$ cat config.mk
export PLATFORM = sky130hd
export DESIGN_NAME = sidc_ctrl
export DESIGN_NICKNAME = d
export VERILOG_FILES = /design/src/sidc_pkg.sv /design/src/sidc_ctrl.sv
export SDC_FILE = /design/constraint.sdc
export NUM_CORES = 1
export LEC_CHECK = 0
export ABC_AREA = 1
export ABC_CLOCK_PERIOD_IN_PS = 1370
export CORE_AREA = 2 2 39 41
export DETAILED_ROUTE_END_ITERATION = 6
export DIE_AREA = 0 0 41 43
export DONT_BUFFER_PORTS = 1
export PLACE_DENSITY = 0.35
export SYNTH_ARGS = -nofsm -noshare
export SYNTH_HDL_FRONTEND = slang
export SYNTH_SLANG_ARGS = --single-unit
$ cat constraint.sdc
create_clock -name i_clk -period 1.37 [get_ports i_clk]
set_input_delay 0.3425 -clock i_clk [delete_from_list [all_inputs] [get_ports i_clk]]
set_output_delay 0.3425 -clock i_clk [all_outputs]
set_load 0.05 [all_outputs]
$ cat src/sidc_pkg.sv
// sidc_pkg: widths, character codes and controller types for the
// signed integer to decimal text converter; no dependencies
`timescale 1ns / 1ps

package sidc_pkg;

    localparam int VALUE_WIDTH = 32;
    localparam int IN_WIDTH    = 32;
    localparam int CHAR_WIDTH  = 8;
    localparam int DIGIT_WIDTH = 4;
    localparam int RADIX       = 10;
    // decimal digits of 2**(VALUE_WIDTH-1), rounded up
    localparam int DIGITS_MAX  = (VALUE_WIDTH * 3 + 9) / 10;
    localparam int IDX_WIDTH   = $clog2(DIGITS_MAX);
    localparam int CNT_WIDTH   = $clog2(DIGITS_MAX + 1);

    // divide by ten: q = (x * RECIP) >> RECIP_SHIFT, exact for 32-bit x
    localparam int          DIV_WIDTH   = 32;
    localparam logic [31:0] RECIP       = 32'hCCCC_CCCD;
    localparam int          RECIP_SHIFT = 35;

    localparam logic [CHAR_WIDTH-1:0] CHAR_ZERO  = 8'h30;
    localparam logic [CHAR_WIDTH-1:0] CHAR_MINUS = 8'h2D;

    typedef enum logic [1:0] {
        ST_IDLE,
        ST_DIV,
        ST_SIGN,
        ST_EMIT
    } t_state;

    typedef struct packed {
        logic load;      // take a new value
        logic step;      // one divide by ten
        logic pop;       // one digit sent
        logic sel_sign;  // drive the minus sign
    } t_dp_cmd;

    typedef struct packed {
        logic neg;       // value is negative
        logic q_zero;    // quotient of this step is zero
        logic last;      // one digit left in the stack
    } t_dp_status;

endpackage

$ cat src/sidc_ctrl.sv
// sidc_ctrl: controller state machine sequencing load, divide and emit
// depends on sidc_pkg
`timescale 1ns / 1ps

module sidc_ctrl (
    input  logic                   i_clk,
    input  logic                   i_rst_n,
    input  logic                   i_in_valid,
    output logic                   o_in_ready,
    output logic                   o_out_valid,
    input  logic                   i_out_ready,
    output sidc_pkg::t_dp_cmd      o_cmd,
    input  sidc_pkg::t_dp_status   i_status
);
    import sidc_pkg::*;

    t_state r_state, n_state;

    always_ff @(posedge i_clk) begin
        if (!i_rst_n) begin
            r_state <= ST_IDLE;
        end else begin
            r_state <= n_state;
        end
    end

    always_comb begin
        n_state     = r_state;
        o_in_ready  = 1'b0;
        o_out_valid = 1'b0;
        o_cmd       = '0;
        case (r_state)
            ST_IDLE: begin
                o_in_ready = 1'b1;
                if (i_in_valid) begin
                    o_cmd.load = 1'b1;
                    n_state    = ST_DIV;
                end
            end
            ST_DIV: begin
                // zero magnitude still yields one digit on the first step
                o_cmd.step = 1'b1;
                if (i_status.q_zero) begin
                    n_state = i_status.neg ? ST_SIGN : ST_EMIT;
                end
            end
            ST_SIGN: begin
                o_out_valid    = 1'b1;
                o_cmd.sel_sign = 1'b1;
                if (i_out_ready) begin
                    n_state = ST_EMIT;
                end
            end
            ST_EMIT: begin
                o_out_valid = 1'b1;
                if (i_out_ready) begin
                    o_cmd.pop = 1'b1;
                    if (i_status.last) begin
                        n_state = ST_IDLE;
                    end
                end
            end
            default: begin
                n_state = ST_IDLE;
            end
        endcase
    end

endmodule

Word level (Yosys, flattened, before mapping)
Index checks and enable logic that the tools add are counted.
{ "totals": {"latchBits": 0, "memories": 0, "register_bits": 2, "rom_bits": 0, "in_bits": 7, "ram_bits": 0, "word_cells": 27} }
{ "classes": {"div_mod_pow": 0, "add_sub_neg": 0, "order_cmp": 0, "n_reduce_logical": 3, "n_mux": 15, "n_eq_ne": 8, "shift": 0, "n_mul": 0, "n_bitwise": 0} }
{ "ops": {"columns": ["cell", "n"], "rows": [
  ["$mux 2", 5],
  ["$ne 2x2->1 const B", 5],
  ["$mux 1", 9],
  ["$pmux 2 s4", 1],
  ["$reduce_and 5->1", 1],
  ["$eq 2x2->1 const B", 2],
  ["$eq 2x1->1 const B", 1],
  ["$logic_not 2->1", 1],
  ["$reduce_or 2->1", 1]
]} }

Depth between registers and ports, before layout
Gate-level depths: netlist of the first run.
{ "depth": {"depth_word": 3, "mapped_depth": 9, "mapped_depth_nobuf": 9} }

Least setup slack after synthesis of the first run
No wires, ideal clock.
{ "synth_path": {"kind": "flip-flop to output port", "start": "reg r_state[0]", "end": "out o_cmd[3] (netlist bit)", "stages_incl_launch_ff": 5, "path_slack_ps": -318, "required_time_ps": 1028, "t_arrival_ps": 1345, "path_cell_list": "dfxtp_1 -> inv_1 -> ha_1 -> nand2_1 -> inv_1"} }
{ "synth_lines": {"columns": ["item", "line", "source"], "rows": [
  ["start, declared", "sidc_ctrl.sv:17", "t_state r_state, n_state;"],
  ["start signal, assigned", "sidc_ctrl.sv:23", "r_state <= n_state;"],
  ["end, declared", "sidc_ctrl.sv:12", "output sidc_pkg::t_dp_cmd o_cmd,"]
]} }

==> flow_metrics.py, run 1 <==
metrics = {
    "placement": {
        "gp_congestion": 0.6924,
        "placed_area_sq_um": 355.3,
        "place_hpwl_um": 443.2,
        "io_buffers": 0,
    },
    "cts": {
        "cts-htree-levels": 1,
        "cts.sinks": 2,
        "ctsRootBufferMaster": "clkbuf_4",
        "cts_tree": "built",
        "cts_buffers": 3,
        "clkLatencyLatePin_ns": 0.22,
        "clockBufferDepth": 2,
        "cts.clk_slew.worst_paths_ns": 0.03,
    },
    "synthesis": {
        "synth_common_cells": "12 x inv_1, 11 x nand2_1, 7 x nor2_1",
        "synth.area.mux_share": 0,
        "synth.cell_area_sq_um": 259.0,
        "synth_compound_area_frac": 0,
        "synthSimpleGateAreaFrac": 0.4493,
        "synth_top_family_by_area": "simple AND/OR/NAND/NOR gates",
        "yosysSeqAreaShare": 0.1546,
        "async_flop_share": 0,
        "synth_area_leaders": "ha_1 19%, inv_1 17%, nand2_1 16%",
        "yosys.area.top_type_share": 0.1932,
        "synth_fa_ha_area_frac": 0.1932,
        "syn_nets": 55,
        "ys_warn_count": 0,
        "yosysTopAreaCell": "ha_1",
        "yosys_register_bits": 2,
        "post-synth-top-count-cell": "inv_1",
        "synth_edf_count": 0,
        "synth_xor_area_frac": 0,
        "ys.flop_type": "dfxtp_1",
        "syn_avg_cell_area_sq_um": 5.886,
        "synth.distinct_cells": 9,
        "syn_inst": 44,
    },
    "detailed_routing": {
        "ant_nets": 0,
        "viasPerCell": 3.667,
        "vias": 253,
        "drt_iter0_markers": 0,
        "drc": 0,
        "drt-total-wl_um": 544,
        "drtPass1Iterations": 1,
        "avgRoutedWirePerCell_um": 7.884,
    },
    "sta": {
        "fin_crit_sh": 1.041,
        "fin_skew_ns": 0.004362,
        "fin_crit_ns": 1.426,
        "slew_viol_final": 0,
        "tightestPinTransition_ns": 0.2468,
        "layout_setup_ws_ns": -0.05628,
        "rsz0062_at_grt": "true",
        "hold_viol_final": 0,
        "relSlewSlack": 0.8351,
        "maxClockFrequency_ghz": 0.7011,
        "finalSetupViolations": 4,
    },
    "final_layout": {
        "area_delta_synth_final_pct": 66.18,
        "regArea_sq_um": 47.55,
        "fillerInstances": 160,
        "largest_reg_flops": 2,
        "top_register": "r_state",
        "fin_nets": 66,
        "finish.utilization": 0.3110,
        "multi_input_area_sq_um": 210.2,
        "fin_area_sq_um": 430.4,
        "antenna_cells": 0,
        "drive_gt1_frac": 0.4528,
        "largestRegisters": "r_state: 2 flops",
    },
    "worst_setup_path": {
        "cp.required_ns": 1.03,
        "endpoint_kind": "primary output",
        "crit_fanout": 4,
        "start_kind": "register",
        "arrival_ns": 1.08,
        "critical_path_class": "register to primary output",
    },
    "floorplan": {
        "rows": 14,
        "fp.dieH_um": 43,
        "dieWidth_um": 41,
        "core_area_sq_um": 1384,
        "initial_core_util": 0.1872,
        "die_area_sq_um": 1763,
        "num_io_pins": 13,
    },
    "status": {
        "status": "finished with violations",
        "violations": "negative setup slack",
    },
    "pwr": {
        "ir_worst_vdd_mv": 0.8565,
        "seqPwrFrac": 0.118,
        "p_int_uw": 493.4,
        "combPwrFrac": 0.762,
        "swShare": 0.5414,
        "clkPwrFrac": 0.120,
        "p_sw_uw": 582.5,
        "p_per_area_nw_per_um2": 2500,
        "p_leak_uw": 0.0002384,
    },
    "global_routing": {
        "grt_overflow_total": 0,
        "grt_pass1_vias": 221,
        "grt_usage": 0.08108,
        "grt_max_degree": 5,
        "antenna_found_initial": 0,
        "grt_pass1_wl_um": 903,
    },
    "worst_hold_path": {
        "min_path_type": "primary input to register",
    },
    "flow_run": {
        "maxCapViolCount": 0,
    },
}
[layout by cell type, fill, tap and decap left out, drive strengths merged]
cell      Yosys  final
nand2        13     13
inv          14     13
nor2          8      8
buf           0      6
ha            4      4
nand3         3      3
clkbuf        0      3
dfxtp         2      2
clkinvlp      0      1
[final timing paths]
| path | from | endpoint | slack [ns] | cells past startpoint |
|---|---|---|---|---|
| max | r_state[1] | o_cmd[3] | -0.06 | 4 |
| min reg2reg | r_state[0] | r_state[0] | 0.53 | 2 |
| max reg2reg | r_state[0] | r_state[0] | 0.12 | 8 |
| min | i_rst_n | r_state[1] | 0.23 | 2 |
[metal layers]
metal  global-route usage  share of wire
met1              0.09236           0.46
met2               0.1031           0.47
met3              0.05236          0.074
met4              0.06000              0
met5                    0              0
[timing repair]
action	CTS	global route
gates resized for setup	10	2
setup buffers	2	0
hold buffers	0	0
pin swaps	2	0
endpoints found under the setup margin	5	6
[layout make-up]
type,count,share of cell area
Sequential cell,2,0.1105
Multi-Input combinational cell,28,0.4884
Tap cell,16,0.04651
Timing Repair Buffer,6,0.1599
Inverter,14,0.1424
Clock buffer,3,0.05233
[cells by family after synthesis]
kind of cell / count (synthesis)
buffers and inverters: 14
DFF: 2
and+or+nand+nor: 24
adders and majority gates: 4
[power by group through the flow]
stage / clock network (uW) / registers (uW) / logic (uW)
after CTS: 138 / 128 / 807
after detailed placement: 0 / 125 / 699
after global routing: 149 / 135 / 884
final: 129 / 127 / 820
after floorplan: 0 / 119 / 615
after global placement: 0 / 128 / 703
[worst max-delay path: stages, from the launching register on]
cell and delay [ns]:
dfxtp_4 0.35, inv_2 0.05, ha_4 0.17, nand2_4 0.06, clkinvlp_4 0.23
[stage by stage]
stage / worst slack (ns) / setup TNS (ns) / hold WS, ns / instances / power [uW]
6_report: -0.05628 / -0.1314 / 0.2266 / 69 / 1076
5_1_grt: -0.1121 / -0.3915 / 0.2156 / 69 / 1168
4_1_cts: -0.08032 / -0.2020 / 0.2159 / 69 / 1073
3_5_place_dp: 0.05574 / 0 / 0.4609 / 64 / 824.7
3_3_place_gp: 0.05316 / 0 / 0.4649 / 64 / 830.9
2_1_floorplan: 0.003920 / 0 / 0.4558 / 44 / 734.0
No activity file was read; power rests on OpenSTA's default activity.
==> run 2: changes to the inputs <==
--- a/config.mk
+++ b/config.mk
@@ -5,13 +5,13 @@
 export SDC_FILE = /design/constraint.sdc
 export NUM_CORES = 1
 export LEC_CHECK = 0
-export ABC_AREA = 1
 export ABC_CLOCK_PERIOD_IN_PS = 1370
 export CORE_AREA = 2 2 39 41
 export DETAILED_ROUTE_END_ITERATION = 6
 export DIE_AREA = 0 0 41 43
 export DONT_BUFFER_PORTS = 1
-export PLACE_DENSITY = 0.35
+export HOLD_SLACK_MARGIN = 0.03
+export PLACE_DENSITY = 0.32
 export SYNTH_ARGS = -nofsm -noshare
 export SYNTH_HDL_FRONTEND = slang
 export SYNTH_SLANG_ARGS = --single-unit
==> flow_metrics.py, run 2 <==
metrics = {
    "status": {
        "status": "finished with violations",
        "violations": "negative setup slack",
    },
    "worst_setup_path": {
        "path_buf_inv": 1,
        "arrival_ns": 1.15,
        "crit_fanout": 5,
        "crit_start": "r_state[1]",
        "worstPathCellList": "inv_1 > ha_2 > and2_4",
        "crit_family": "flip-flops",
        "max_stage_delay_ns": 0.36,
        "endpoint_kind": "primary output",
        "start_kind": "register",
        "timing.rr.start": "r_state[0]",
        "crit_slowest_cell": "dfxtp_4",
        "cp.required_ns": 1.03,
        "critical_path_class": "register to primary output",
    },
    "flow_run": {
        "maxCapViolCount": 0,
    },
    "sta": {
        "maxClockFrequency_ghz": 0.6702,
        "fin_setup_tns_ns": -0.3359,
        "tightestPinTransition_ns": 0.2453,
        "fin_crit_ns": 1.492,
        "rsz0062_at_grt": "true",
        "finalSetupViolations": 6,
        "relSlewSlack": 0.8361,
        "hold_viol_final": 0,
        "layout_setup_ws_ns": -0.1221,
        "slew_viol_final": 0,
        "fin_crit_sh": 1.089,
        "fin_skew_ns": 0.0005512,
    },
    "worst_hold_path": {
        "min_path_type": "primary input to register",
        "min_from": "i_rst_n",
    },
    "cts": {
        "cts_hold_buf": 0,
        "cts_buffers": 3,
        "cts.sinks": 2,
        "cts-htree-levels": 1,
        "ctsRootBufferMaster": "clkbuf_4",
        "clkLatencyLatePin_ns": 0.22,
        "cts.clk_slew.worst_paths_ns": 0.03,
        "cts_tree": "built",
        "clockBufferDepth": 2,
    },
    "detailed_routing": {
        "avgRoutedWirePerCell_um": 9.020,
        "ant_nets": 0,
        "drt-total-wl_um": 451,
        "drc": 0,
        "dr_wl_met3_um": 47,
        "viasPerCell": 3.880,
        "drtPass1Iterations": 3,
        "drt_iter0_markers": 3,
        "vias": 194,
        "met1_length_um": 179,
        "wl_met2_um": 223,
        "routed.top_layer": "met3",
    },
    "final_layout": {
        "largestRegisters": "r_state: 2 flops",
        "layout.cells.non_filler": 50,
        "fin_nets": 47,
        "finish.utilization": 0.2848,
        "fin_area_sq_um": 394.1,
        "largest_reg_flops": 2,
        "most-common-layout-cells": "3 x nand2_1, 3 x nand2b_1, 3 x clkbuf_4, 3 x buf_4",
        "top_register": "r_state",
        "drive_gt1_frac": 0.6765,
        "fillerInstances": 149,
        "area_delta_synth_final_pct": 84.21,
        "antenna_cells": 0,
    },
    "synthesis": {
        "syn_avg_cell_area_sq_um": 8.915,
        "synth.cell_area_sq_um": 214.0,
        "ys_warn_count": 0,
        "synth.distinct_cells": 12,
        "syn_nets": 35,
        "yosys_register_bits": 2,
        "yosysTopAreaCell": "ha_1",
        "yosys.area.top_type_share": 0.2339,
        "synth_edf_count": 0,
        "async_flop_share": 0,
        "synth_common_cells": "4 x ha_1, 3 x inv_1, 3 x nand2_1, 3 x nand2b_1",
        "synth_area_leaders": "ha_1 23%, dfxtp_1 19%, mux2i_1 9.4%",
        "yosysSeqAreaShare": 0.1871,
        "post-synth-top-count-cell": "ha_1",
        "syn_inst": 24,
        "ys.flop_type": "dfxtp_1",
    },
    "floorplan": {
        "rows": 14,
        "num_io_pins": 13,
        "die_area_sq_um": 1763,
        "dieWidth_um": 41,
        "initial_core_util": 0.1546,
        "fp.dieH_um": 43,
        "core_area_sq_um": 1384,
    },
    "placement": {
        "place_ws_ns": 0.007992,
        "dp_cells": 45,
        "place_hpwl_um": 379.5,
        "io_buffers": 0,
        "placed_area_sq_um": 314.1,
        "gp_congestion": 0.6521,
    },
    "global_routing": {
        "antenna_found_initial": 0,
        "grt_max_degree": 6,
        "grt_pass1_vias": 186,
        "grt_usage": 0.06112,
        "grt_overflow_total": 0,
        "grt_pass1_wl_um": 676,
    },
    "pwr": {
        "p_per_area_nw_per_um2": 2852,
        "ir_worst_vdd_mv": 0.7224,
        "p_leak_uw": 0.0001611,
    },
}
-- run 2: layout make-up --
class,instances,area [sq um],share of cell area
multi-input combinational,19,202.7,0.5143
timing repair buffer,7,83.83,0.2127
sequential,2,47.55,0.1206
clock buffer,3,22.52,0.05714
tap,16,20.02,0.05079
inverter,3,17.52,0.04444
-- run 2: cell families (layout without fill, tap and decap cells) --
family / count (synthesis) / after routing / share of synthesized area
AND/OR/NAND/NOR: 11 / 11 / 0.3041
adder cells (fa/ha/maj): 4 / 4 / 0.2339
AO/OA/AOI/OAI: 2 / 2 / 0.1286
multiplexers: 2 / 2 / 0.09357
flip-flops: 2 / 2 / 0.1871
buffers and inverters: 3 / 13 / 0.05263
-- run 2: layer usage --
layer | vias up | GRT usage
met2 | 8 | 0.07813
li1 | 100 | -
met1 | 86 | 0.06709
met5 | - | 0
met3 | 0 | 0.03141
met4 | 0 | 0.06000
-- run 2: report_power, final --
part	switching, uW	internal, uW	leakage, uW
clock network	34.1	96.7	0.0000138
registers	52.9	104	0.0000178
logic	486	351	0.000129
-- run 2: final timing paths --
check / endpoint / slack (ns) / cells past startpoint
min reg2reg: r_state[1] / 0.52 / 2
max reg2reg: r_state[0] / 0.07 / 5
min: r_state[1] / 0.26 / 2
max: o_cmd[3] / -0.12 / 3
-- run 2: repair_timing --
action,4_1_cts,5_1_grt
cloned,0,0
pin swaps,2,2
setup endpoints to repair,6,6
gates resized for setup,9,4
setup buffers,2,0
-- run 2: metrics by stage --
stage	hold WS [ns]	total power [uW]
after CTS	0.2552	1122
final	0.2603	1124
after global routing	0.2514	1208
after floorplan	0.4680	730.2
after global placement	0.5015	852.8
after detailed placement	0.5002	851.0
